$ cat src/rtl/sirt_pkg.sv
// sirt_pkg: shared constants, register indexes and control/status structs
// for the signed integer to radix text block
// no dependencies
`default_nettype none

package sirt_pkg;

	localparam int VAL_W      = 32;
	localparam int SYM_W      = 8;
	localparam int MAX_RADIX  = 16;
	localparam int MAX_DIGITS = 32;
	localparam int DIG_W      = $clog2(MAX_RADIX);
	localparam int ADDR_W     = $clog2(MAX_DIGITS);
	localparam int CNT_W      = ADDR_W + 1;
	localparam int RADIX_W    = DIG_W + 1;
	localparam int BIT_W      = $clog2(VAL_W);
	localparam int CFG_W      = 64;
	localparam int CFG_IDX_W  = 2;
	localparam int SYMS_W     = MAX_RADIX * SYM_W;

	localparam logic [CFG_IDX_W-1:0] REG_RADIX_SIZE   = 2'd0;
	localparam logic [CFG_IDX_W-1:0] REG_SYMBOLS_LOW  = 2'd1;
	localparam logic [CFG_IDX_W-1:0] REG_SYMBOLS_HIGH = 2'd2;

	localparam logic [SYM_W-1:0] CHAR_PLUS  = 8'h2B;
	localparam logic [SYM_W-1:0] CHAR_MINUS = 8'h2D;
	localparam logic [SYM_W-1:0] CHAR_NUL   = 8'h00;

	// controller to datapath
	typedef struct packed {
		logic load;       // latch value, clear digit count
		logic div_step;   // one restoring division step
		logic push;       // store remainder digit, next digit
		logic sign;       // emit minus if negative, set read pointer
		logic rd;         // read digit store
		logic emit;       // emit symbol of read digit
	} cmd_t;

	// datapath to controller
	typedef struct packed {
		logic quot_zero;
		logic store_full;
		logic k_one;
	} sts_t;

endpackage

`default_nettype wire

$ cat src/rtl/sirt_cfg.sv
// sirt_cfg: configuration registers and registered alphabet validity check
// depends on sirt_pkg
`default_nettype none

module sirt_cfg (
	input  wire logic                            clk,
	input  wire logic                            arst_n,
	input  wire logic                            cfg_valid,
	input  wire logic [sirt_pkg::CFG_IDX_W-1:0]  cfg_index,
	input  wire logic [sirt_pkg::CFG_W-1:0]      cfg_data,
	output logic      [sirt_pkg::RADIX_W-1:0]    radix,
	output logic      [sirt_pkg::SYMS_W-1:0]     symbols,
	output logic                                 alpha_ok
);

	logic [sirt_pkg::RADIX_W-1:0] radix_q;
	logic [sirt_pkg::CFG_W-1:0]   sym_lo_q;
	logic [sirt_pkg::CFG_W-1:0]   sym_hi_q;
	logic                         ok_q;
	logic                         ok_d;
	logic [sirt_pkg::SYMS_W-1:0]  syms;

	assign syms = {sym_hi_q, sym_lo_q};

	always_ff @(posedge clk or negedge arst_n) begin
		if (!arst_n) begin
			radix_q  <= '0;
			sym_lo_q <= '0;
			sym_hi_q <= '0;
		end else if (cfg_valid) begin
			unique case (cfg_index)
				sirt_pkg::REG_RADIX_SIZE:   radix_q  <= cfg_data[sirt_pkg::RADIX_W-1:0];
				sirt_pkg::REG_SYMBOLS_LOW:  sym_lo_q <= cfg_data;
				sirt_pkg::REG_SYMBOLS_HIGH: sym_hi_q <= cfg_data;
				default: ;
			endcase
		end
	end

	// symbols beyond the radix are ignored
	always_comb begin
		logic [sirt_pkg::SYM_W-1:0] si;
		logic [sirt_pkg::SYM_W-1:0] sj;
		logic                       bad;
		bad = (radix_q < sirt_pkg::RADIX_W'(2)) ||
			(radix_q > sirt_pkg::RADIX_W'(sirt_pkg::MAX_RADIX));
		for (int i = 0; i < sirt_pkg::MAX_RADIX; i++) begin
			si = syms[i*sirt_pkg::SYM_W +: sirt_pkg::SYM_W];
			if (sirt_pkg::RADIX_W'(i) < radix_q) begin
				if (si == sirt_pkg::CHAR_NUL || si == sirt_pkg::CHAR_PLUS ||
					si == sirt_pkg::CHAR_MINUS)
					bad = 1'b1;
			end
			for (int j = i + 1; j < sirt_pkg::MAX_RADIX; j++) begin
				sj = syms[j*sirt_pkg::SYM_W +: sirt_pkg::SYM_W];
				if (sirt_pkg::RADIX_W'(j) < radix_q && si == sj)
					bad = 1'b1;
			end
		end
		ok_d = !bad;
	end

	always_ff @(posedge clk or negedge arst_n) begin
		if (!arst_n) begin
			ok_q <= 1'b0;
		end else begin
			ok_q <= ok_d;
		end
	end

	assign radix    = radix_q;
	assign symbols  = syms;
	assign alpha_ok = ok_q;

endmodule

`default_nettype wire

$ cat src/rtl/sirt_ctrl.sv
// sirt_ctrl: sequencer for check, bit-serial division per digit and emission
// depends on sirt_pkg
`default_nettype none

module sirt_ctrl (
	input  wire logic                clk,
	input  wire logic                arst_n,
	input  wire logic                start,
	input  wire logic                alpha_ok,
	input  wire sirt_pkg::sts_t      sts,
	output logic                     busy,
	output sirt_pkg::cmd_t           cmd
);

	typedef enum logic [2:0] {
		ST_IDLE,
		ST_CHECK,
		ST_DIV,
		ST_PUSH,
		ST_SIGN,
		ST_RD,
		ST_EMIT
	} state_t;

	state_t                     state_q;
	logic [sirt_pkg::BIT_W-1:0] bit_q;

	always_ff @(posedge clk or negedge arst_n) begin
		if (!arst_n) begin
			state_q <= ST_IDLE;
			bit_q   <= '0;
		end else begin
			unique case (state_q)
				ST_IDLE: begin
					bit_q <= '0;
					if (start) state_q <= ST_CHECK;
				end
				ST_CHECK: begin
					state_q <= alpha_ok ? ST_DIV : ST_IDLE;
				end
				ST_DIV: begin
					bit_q <= bit_q + 1'b1;
					if (bit_q == '1) state_q <= ST_PUSH;
				end
				ST_PUSH: begin
					state_q <= (sts.quot_zero || sts.store_full) ? ST_SIGN : ST_DIV;
				end
				ST_SIGN: state_q <= ST_RD;
				ST_RD:   state_q <= ST_EMIT;
				ST_EMIT: begin
					state_q <= sts.k_one ? ST_IDLE : ST_RD;
				end
				default: state_q <= ST_IDLE;
			endcase
		end
	end

	always_comb begin
		cmd          = '0;
		cmd.load     = (state_q == ST_IDLE) && start;
		cmd.div_step = (state_q == ST_DIV);
		cmd.push     = (state_q == ST_PUSH);
		cmd.sign     = (state_q == ST_SIGN);
		cmd.rd       = (state_q == ST_RD);
		cmd.emit     = (state_q == ST_EMIT);
	end

	assign busy = (state_q != ST_IDLE);

endmodule

`default_nettype wire

$ cat src/rtl/sirt_dp.sv
// sirt_dp: magnitude/quotient register, radix divider, digit store, output registers
// depends on sirt_pkg
`default_nettype none

module sirt_dp (
	input  wire logic                           clk,
	input  wire logic                           arst_n,
	input  wire sirt_pkg::cmd_t                 cmd,
	input  wire logic signed [sirt_pkg::VAL_W-1:0] value,
	input  wire logic [sirt_pkg::RADIX_W-1:0]   radix,
	input  wire logic [sirt_pkg::SYMS_W-1:0]    symbols,
	output sirt_pkg::sts_t                      sts,
	output logic                                strobe,
	output logic [sirt_pkg::SYM_W-1:0]          character,
	output logic                                last
);

	logic [sirt_pkg::VAL_W-1:0]   mag_q;      // magnitude, then quotient
	logic [sirt_pkg::DIG_W-1:0]   rem_q;
	logic [sirt_pkg::CNT_W-1:0]   count_q;
	logic [sirt_pkg::CNT_W-1:0]   k_q;
	logic                         neg_q;
	logic [sirt_pkg::DIG_W-1:0]   rdata_q;
	logic                         strobe_q;
	logic [sirt_pkg::SYM_W-1:0]   char_q;
	logic                         last_q;
	logic [sirt_pkg::DIG_W-1:0]   store [sirt_pkg::MAX_DIGITS];

	logic [sirt_pkg::RADIX_W-1:0] partial;
	logic                         ge;
	logic [sirt_pkg::RADIX_W-1:0] diff;
	logic [sirt_pkg::CNT_W-1:0]   k_m1;
	logic [sirt_pkg::VAL_W-1:0]   uval;

	assign uval    = sirt_pkg::VAL_W'(value);
	assign partial = {rem_q, mag_q[sirt_pkg::VAL_W-1]};
	assign ge      = (partial >= radix);
	assign diff    = partial - radix;
	assign k_m1    = k_q - 1'b1;

	always_ff @(posedge clk or negedge arst_n) begin
		if (!arst_n) begin
			count_q  <= '0;
			k_q      <= '0;
			neg_q    <= 1'b0;
			strobe_q <= 1'b0;
		end else begin
			strobe_q <= (cmd.sign && neg_q) || cmd.emit;
			if (cmd.load) begin
				count_q <= '0;
				neg_q   <= value[sirt_pkg::VAL_W-1];
			end
			if (cmd.push) count_q <= count_q + 1'b1;
			if (cmd.sign) k_q <= count_q;
			if (cmd.emit) k_q <= k_m1;
		end
	end

	// payload registers, no reset
	always_ff @(posedge clk) begin
		if (cmd.load) begin
			mag_q <= value[sirt_pkg::VAL_W-1] ? (sirt_pkg::VAL_W'(0) - uval) : uval;
			rem_q <= '0;
		end
		if (cmd.div_step) begin
			// restoring step: shift in next dividend bit, quotient bit out at the bottom
			rem_q <= ge ? diff[sirt_pkg::DIG_W-1:0] : partial[sirt_pkg::DIG_W-1:0];
			mag_q <= {mag_q[sirt_pkg::VAL_W-2:0], ge};
		end
		if (cmd.push) begin
			store[count_q[sirt_pkg::ADDR_W-1:0]] <= rem_q;
			rem_q <= '0;
		end
		if (cmd.rd) rdata_q <= store[k_m1[sirt_pkg::ADDR_W-1:0]];
		if (cmd.sign) begin
			char_q <= sirt_pkg::CHAR_MINUS;
			last_q <= 1'b0;
		end
		if (cmd.emit) begin
			char_q <= symbols[{rdata_q, 3'b000} +: sirt_pkg::SYM_W];
			last_q <= (k_q == sirt_pkg::CNT_W'(1));
		end
	end

	assign sts.quot_zero  = (mag_q == '0);
	assign sts.store_full = (count_q == sirt_pkg::CNT_W'(sirt_pkg::MAX_DIGITS - 1));
	assign sts.k_one      = (k_q == sirt_pkg::CNT_W'(1));

	assign strobe    = strobe_q;
	assign character = char_q;
	assign last      = last_q;

`ifndef NO_ASSERTIONS
	a_emit_has_digit: assert property (@(posedge clk) disable iff (!arst_n)
		cmd.emit |-> k_q != '0)
		else $error("digit emitted with empty read pointer");
	a_push_in_range: assert property (@(posedge clk) disable iff (!arst_n)
		cmd.push |-> !count_q[sirt_pkg::CNT_W-1])
		else $error("digit store overflow");
	a_final_char_last: assert property (@(posedge clk) disable iff (!arst_n)
		(cmd.emit && sts.k_one) |=> (strobe && last))
		else $error("final digit not marked last");
	a_minus_not_last: assert property (@(posedge clk) disable iff (!arst_n)
		(cmd.sign && neg_q) |=> (strobe && !last && character == sirt_pkg::CHAR_MINUS))
		else $error("minus sign transfer wrong");
`endif

endmodule

`default_nettype wire

$ cat src/rtl/signed_integer_to_radix_text_top.sv
// signed_integer_to_radix_text_top: top level of the signed integer to radix text block
// depends on sirt_pkg, sirt_cfg, sirt_ctrl, sirt_dp
//
// usage:
//  - configuration: cfg_valid/cfg_ready with cfg_index (0 radix size, 1 symbols 0..7,
//    2 symbols 8..15) and cfg_data; cfg_ready is always high, index 3 is ignored.
//    write only while busy is low.
//  - input: value is taken at an edge with start high and busy low.
//  - results: one character per cycle in which strobe is high, last marks the final
//    character; the receiver cannot stall, every strobe is a transfer.
//  - sequence: a check, then per digit a 32-step bit-serial division
//    plus one store write, then the sign, then per character a digit store read
//    and a symbol lookup. radix 2 with -2^31 gives the longest text, a minus and 32 digits.
//  - an invalid alphabet gives no characters; busy drops after the check state.
//  - the last strobe falls in the first cycle with busy low; a new start is taken at
//    the edge that ends it.
//  - reset clears configuration to zero (alphabet invalid) and returns to idle;
//    the digit store is not cleared.
`default_nettype none

module signed_integer_to_radix_text_top (
	input  wire logic                                clk,
	input  wire logic                                arst_n,
	input  wire logic                                start,
	output logic                                     busy,
	input  wire logic signed [sirt_pkg::VAL_W-1:0]   value,
	output logic                                     strobe,
	output logic      [sirt_pkg::SYM_W-1:0]          character,
	output logic                                     last,
	input  wire logic                                cfg_valid,
	output logic                                     cfg_ready,
	input  wire logic [sirt_pkg::CFG_IDX_W-1:0]      cfg_index,
	input  wire logic [sirt_pkg::CFG_W-1:0]          cfg_data
);

	logic [sirt_pkg::RADIX_W-1:0] radix;
	logic [sirt_pkg::SYMS_W-1:0]  symbols;
	logic                         alpha_ok;
	sirt_pkg::cmd_t               cmd;
	sirt_pkg::sts_t               sts;

	assign cfg_ready = 1'b1;

	sirt_cfg u_cfg (
		.clk       (clk),
		.arst_n    (arst_n),
		.cfg_valid (cfg_valid),
		.cfg_index (cfg_index),
		.cfg_data  (cfg_data),
		.radix     (radix),
		.symbols   (symbols),
		.alpha_ok  (alpha_ok)
	);

	sirt_ctrl u_ctrl (
		.clk      (clk),
		.arst_n   (arst_n),
		.start    (start),
		.alpha_ok (alpha_ok),
		.sts      (sts),
		.busy     (busy),
		.cmd      (cmd)
	);

	sirt_dp u_dp (
		.clk       (clk),
		.arst_n    (arst_n),
		.cmd       (cmd),
		.value     (value),
		.radix     (radix),
		.symbols   (symbols),
		.sts       (sts),
		.strobe    (strobe),
		.character (character),
		.last      (last)
	);

endmodule

`default_nettype wire

$ cat config.mk
export PLATFORM = sky130hd
export DESIGN_NAME = signed_integer_to_radix_text_top
export DESIGN_NICKNAME = d
export VERILOG_FILES = /design/src/rtl/sirt_pkg.sv /design/src/rtl/sirt_cfg.sv /design/src/rtl/sirt_ctrl.sv /design/src/rtl/sirt_dp.sv /design/src/rtl/signed_integer_to_radix_text_top.sv
export SDC_FILE = /design/constraint.sdc
export NUM_CORES = 1
export LEC_CHECK = 0
export BUFFER_PORTS_ARGS = -buffer_cell sky130_fd_sc_hd__buf_4
export CAP_MARGIN = 20
export CORE_ASPECT_RATIO = 0.9
export CORE_MARGIN = 5
export CORE_UTILIZATION = 40
export DETAILED_ROUTE_END_ITERATION = 8
export SKIP_CTS_REPAIR_TIMING = 1
export SLEW_MARGIN = 25
export SYNTH_ARGS = -nofsm -noshare
export SYNTH_HDL_FRONTEND = slang
export SYNTH_SLANG_ARGS = --single-unit
export TNS_END_PERCENT = 50
$ cat constraint.sdc
create_clock -name clk -period 4.1 [get_ports clk]
set_input_delay 1.025 -clock clk [delete_from_list [all_inputs] [get_ports clk]]
set_output_delay 1.025 -clock clk [all_outputs]
set_load 0.01 [all_outputs]
==> metrics.txt <==
Seq cells post-synth 333; Main synth FF type edfxtp_1; DR iter-0 viols between 2,000 and 3,000; CTS root buffer clkbuf_16; Tightest Pin Transition about 1.2 ns; delay of the slowest critical-path stage 1.00 ns; shortest period the worst path allows 3.23 ns; Synth area leaders edfxtp_1 (19%), xor2_1 (19%), dfrtp_1 (14%), xnor2_1 (13%), mux4_2 (6.5%); Largest delay share family, worst path compound AO/OA/AOI/OAI gates; Die Wd 287 µm; Slew Limit Fails 0; RSZ-0062 raised after global routing no; Layout fillers ~6,300; setup TNS 0 ns; CTS buffer count 38; Final Hold Viols 0; Worst Path Buf+Inv 0; DRT Pass-1 Iters 8; Final setup viols 0; Post-DRT Antenna Nets 0; CTS max path bufs 3; Worst Path Required approximately 4.6 ns; R2R Path Start u_cfg.sym_hi_q[17]$_DFFE_PN0P_; # Max-Cap Violations 0; Final nets around 2,800; Post-synth EDFFs around 170; Max Fclk roughly 0.31 GHz; Mapped Area 27,600 µm²; CP Max Fanout 13; Avg WL per Cell between 20 and 30 µm; Layout area overhead 11.6%; TritonCTS clock tree yes; total chip power 16.4 mW; Initial Utilization between 40% and 50%; Pwr Density 532 nW/µm²; fin crit share 78.8%; Yosys cell types 68; cell taking the most area after synthesis edfxtp_1; num ports 114; Critical Path End Type flop; Worst setup startpoint u_cfg.sym_hi_q[17]$_DFFE_PN0P_; clock skew 0.0236 ns; Peak VDD IR ~0.33 mV; layout cells sized above 1 a little over a fifth; worst skew pair latency a little under 0.6 ns; final HPWL from detailed placement ~74 mm; CTS H-tree depth 2; HP Class in2async; die area ~74,000 µm²; Synth Instances ~2,700; initial antenna violation count 2; CP Cell Sequence xor2_1 > nand4_1 > a2111oi_0 > o31ai_1 > o2111ai_1 > nor4_1 > and4b_1; FFs w/ async S/R, synth 46.8%; CTS clk-pin slew, worst paths ~0.060 ns; worst rel slew slack 19.9%; GPL Wtd Cong approximately 1.1; largest net degree at the start of global routing 71; Total Routing Usage GR around 28%; DRT Wirelength 106 mm; Remaining DRCs 0; static leakage between 10 and 15 nW; Critical Path Start Type flop; GRT overflow 0; vias in the first global route between 20,000 and 25,000; area of the core slightly below 70,000 µm²; status completed; Via density between 6 and 7; Ys Warns 0; Critical Path Slowest Stage Cell a2111oi_0; # port buffers 112; Synthesized Nets between 2,000 and 3,000; Seq/Total Area, Yosys between 30% and 40%; die span in y 259 µm; Vias between 20,000 and 25,000; row cnt 91; CTS Sinks 333; synthesized area per cell approximately 10 µm²; first-pass GRT wire length 155 mm; Setup CP Type reg2reg; WP data arrival 3.71 ns; top cell type's share of synthesized area 18.9%
## cells in the mapped netlist, drive strengths merged, types with 8 or more instances
| library cell | n |
|---|---|
| o41ai | 11 |
| ha | 14 |
| o31ai | 11 |
| xor2 | 586 |
| o2111ai | 11 |
| nand2 | 87 |
| or2 | 11 |
| nor4 | 140 |
| edfxtp | 173 |
| mux2 | 134 |
| clkbuf | 68 |
| mux4 | 80 |
| a21oi | 23 |
| xnor2 | 415 |
| nand3 | 37 |
| or4 | 15 |
| nor2 | 82 |
| nand4 | 141 |
| inv | 19 |
| nor3 | 45 |
| o21ai | 79 |
| a31oi | 12 |
| buf | 250 |
| or3 | 14 |
| a22oi | 8 |
| dfrtp | 156 |
## power by group
| group | internal, mW | switching, mW | total, mW |
|---|---|---|---|
| Clock | 1.87 | 1.50 | 3.37 |
| Combinational | 3.05 | 3.50 | 6.55 |
| Sequential | 4.27 | 2.15 | 6.43 |
## cell usage in the layout (no fill, tap or decap), types with 16 or more instances in the layout
master / count
mux4_2: 80
nor3_1: 44
nand4_1: 141
o21ai_1: 16
clkbuf_16: 38
nor4_1: 140
dfrtp_2: 20
nor2_1: 82
xnor2_1: 415
nand2_1: 87
nand3_1: 37
buf_4: 271
edfxtp_1: 173
mux2_2: 134
xor2_1: 586
a21oi_1: 23
o21ai_0: 63
dfrtp_1: 136
inv_1: 19
## per-stage QoR
stage,instances,worst slack [ns],hold slack (ns),util (%),instance area [µm²]
2_1_floorplan,2702,0.894,0.445,-,27600
3_3_place_gp,3590,0.531,0.456,43.1,29500
3_5_place_dp,3591,0.507,0.475,43.1,29500
4_1_cts,3658,1.09,0.458,44.9,30700
5_1_grt,3658,0.739,0.481,44.9,30700
6_report,3659,0.869,0.413,44.9,30700
## sequential cells by signal, summed over array words and instances, names as in the netlist
| name | count |
|---|---|
| u_cfg.alpha_ok | 1 |
| u_dp.character | 8 |
| u_dp.rem_q | 4 |
| u_dp.store | 128 |
| u_dp.mag_q | 32 |
| u_cfg.radix | 5 |
| u_cfg.sym_lo_q | 64 |
| u_dp.k_q | 6 |
| u_dp.rdata_q | 4 |
| u_ctrl.bit_q | 5 |
| u_dp.last | 1 |
| u_dp.neg_q | 1 |
| u_ctrl.state_q | 3 |
| u_cfg.sym_hi_q | 64 |
| u_dp.count_q | 6 |
| u_dp.strobe | 1 |
## cells by family after synthesis
group,Yosys count,share of synthesized area (%)
xor gates and xnor gates,1001,31.8
muxes,218,12.2
adders and majority gates,15,0.708
other,1,0.0136
AOI/OAI and AO/OA,198,4.77
buffers and inverters,338,5.31
and+or+nand+nor,598,11.9
DFF,333,33.3
## worst paths after layout
check / to / slack, ns / depth (start not counted)
setup / recovery: u_cfg.alpha_ok$_DFF_PN0_ / 0.87 / 7
hold / removal: u_cfg.sym_lo_q[38]$_DFFE_PN0P_ / 0.41 / 1
setup reg to reg: u_cfg.alpha_ok$_DFF_PN0_ / 0.87 / 7
hold reg to reg: u_ctrl.bit_q[4]$_DFFE_PN0N_ / 0.49 / 2
max in group asynchronous: u_cfg.sym_hi_q[51]$_DFFE_PN0P_ / 2.88 / 2
min in group clk: u_ctrl.bit_q[4]$_DFFE_PN0N_ / 0.49 / 2
## routing by layer
metal | global-route usage [%] | wire length, µm
met3 | 8.70 | 14200
met1 | 37.1 | 41000
met2 | 40.9 | 44700
met4 | 13.3 | 6410
met5 | 0 | 17
## layout make-up
cell class	instances	area (µm²)	share of cell area [%]
Antenna cell	1	2.50	0.00814
Clock buffer	50	1070	3.47
Clock inverter	17	175	0.570
Inverter	20	75.1	0.244
Multi-Input combinational cell	2031	16900	55.0
Sequential cell	333	9200	29.9
Tap cell	930	1160	3.78
Timing Repair Buffer	277	2140	6.96
(Power assumes the default switching activity.)
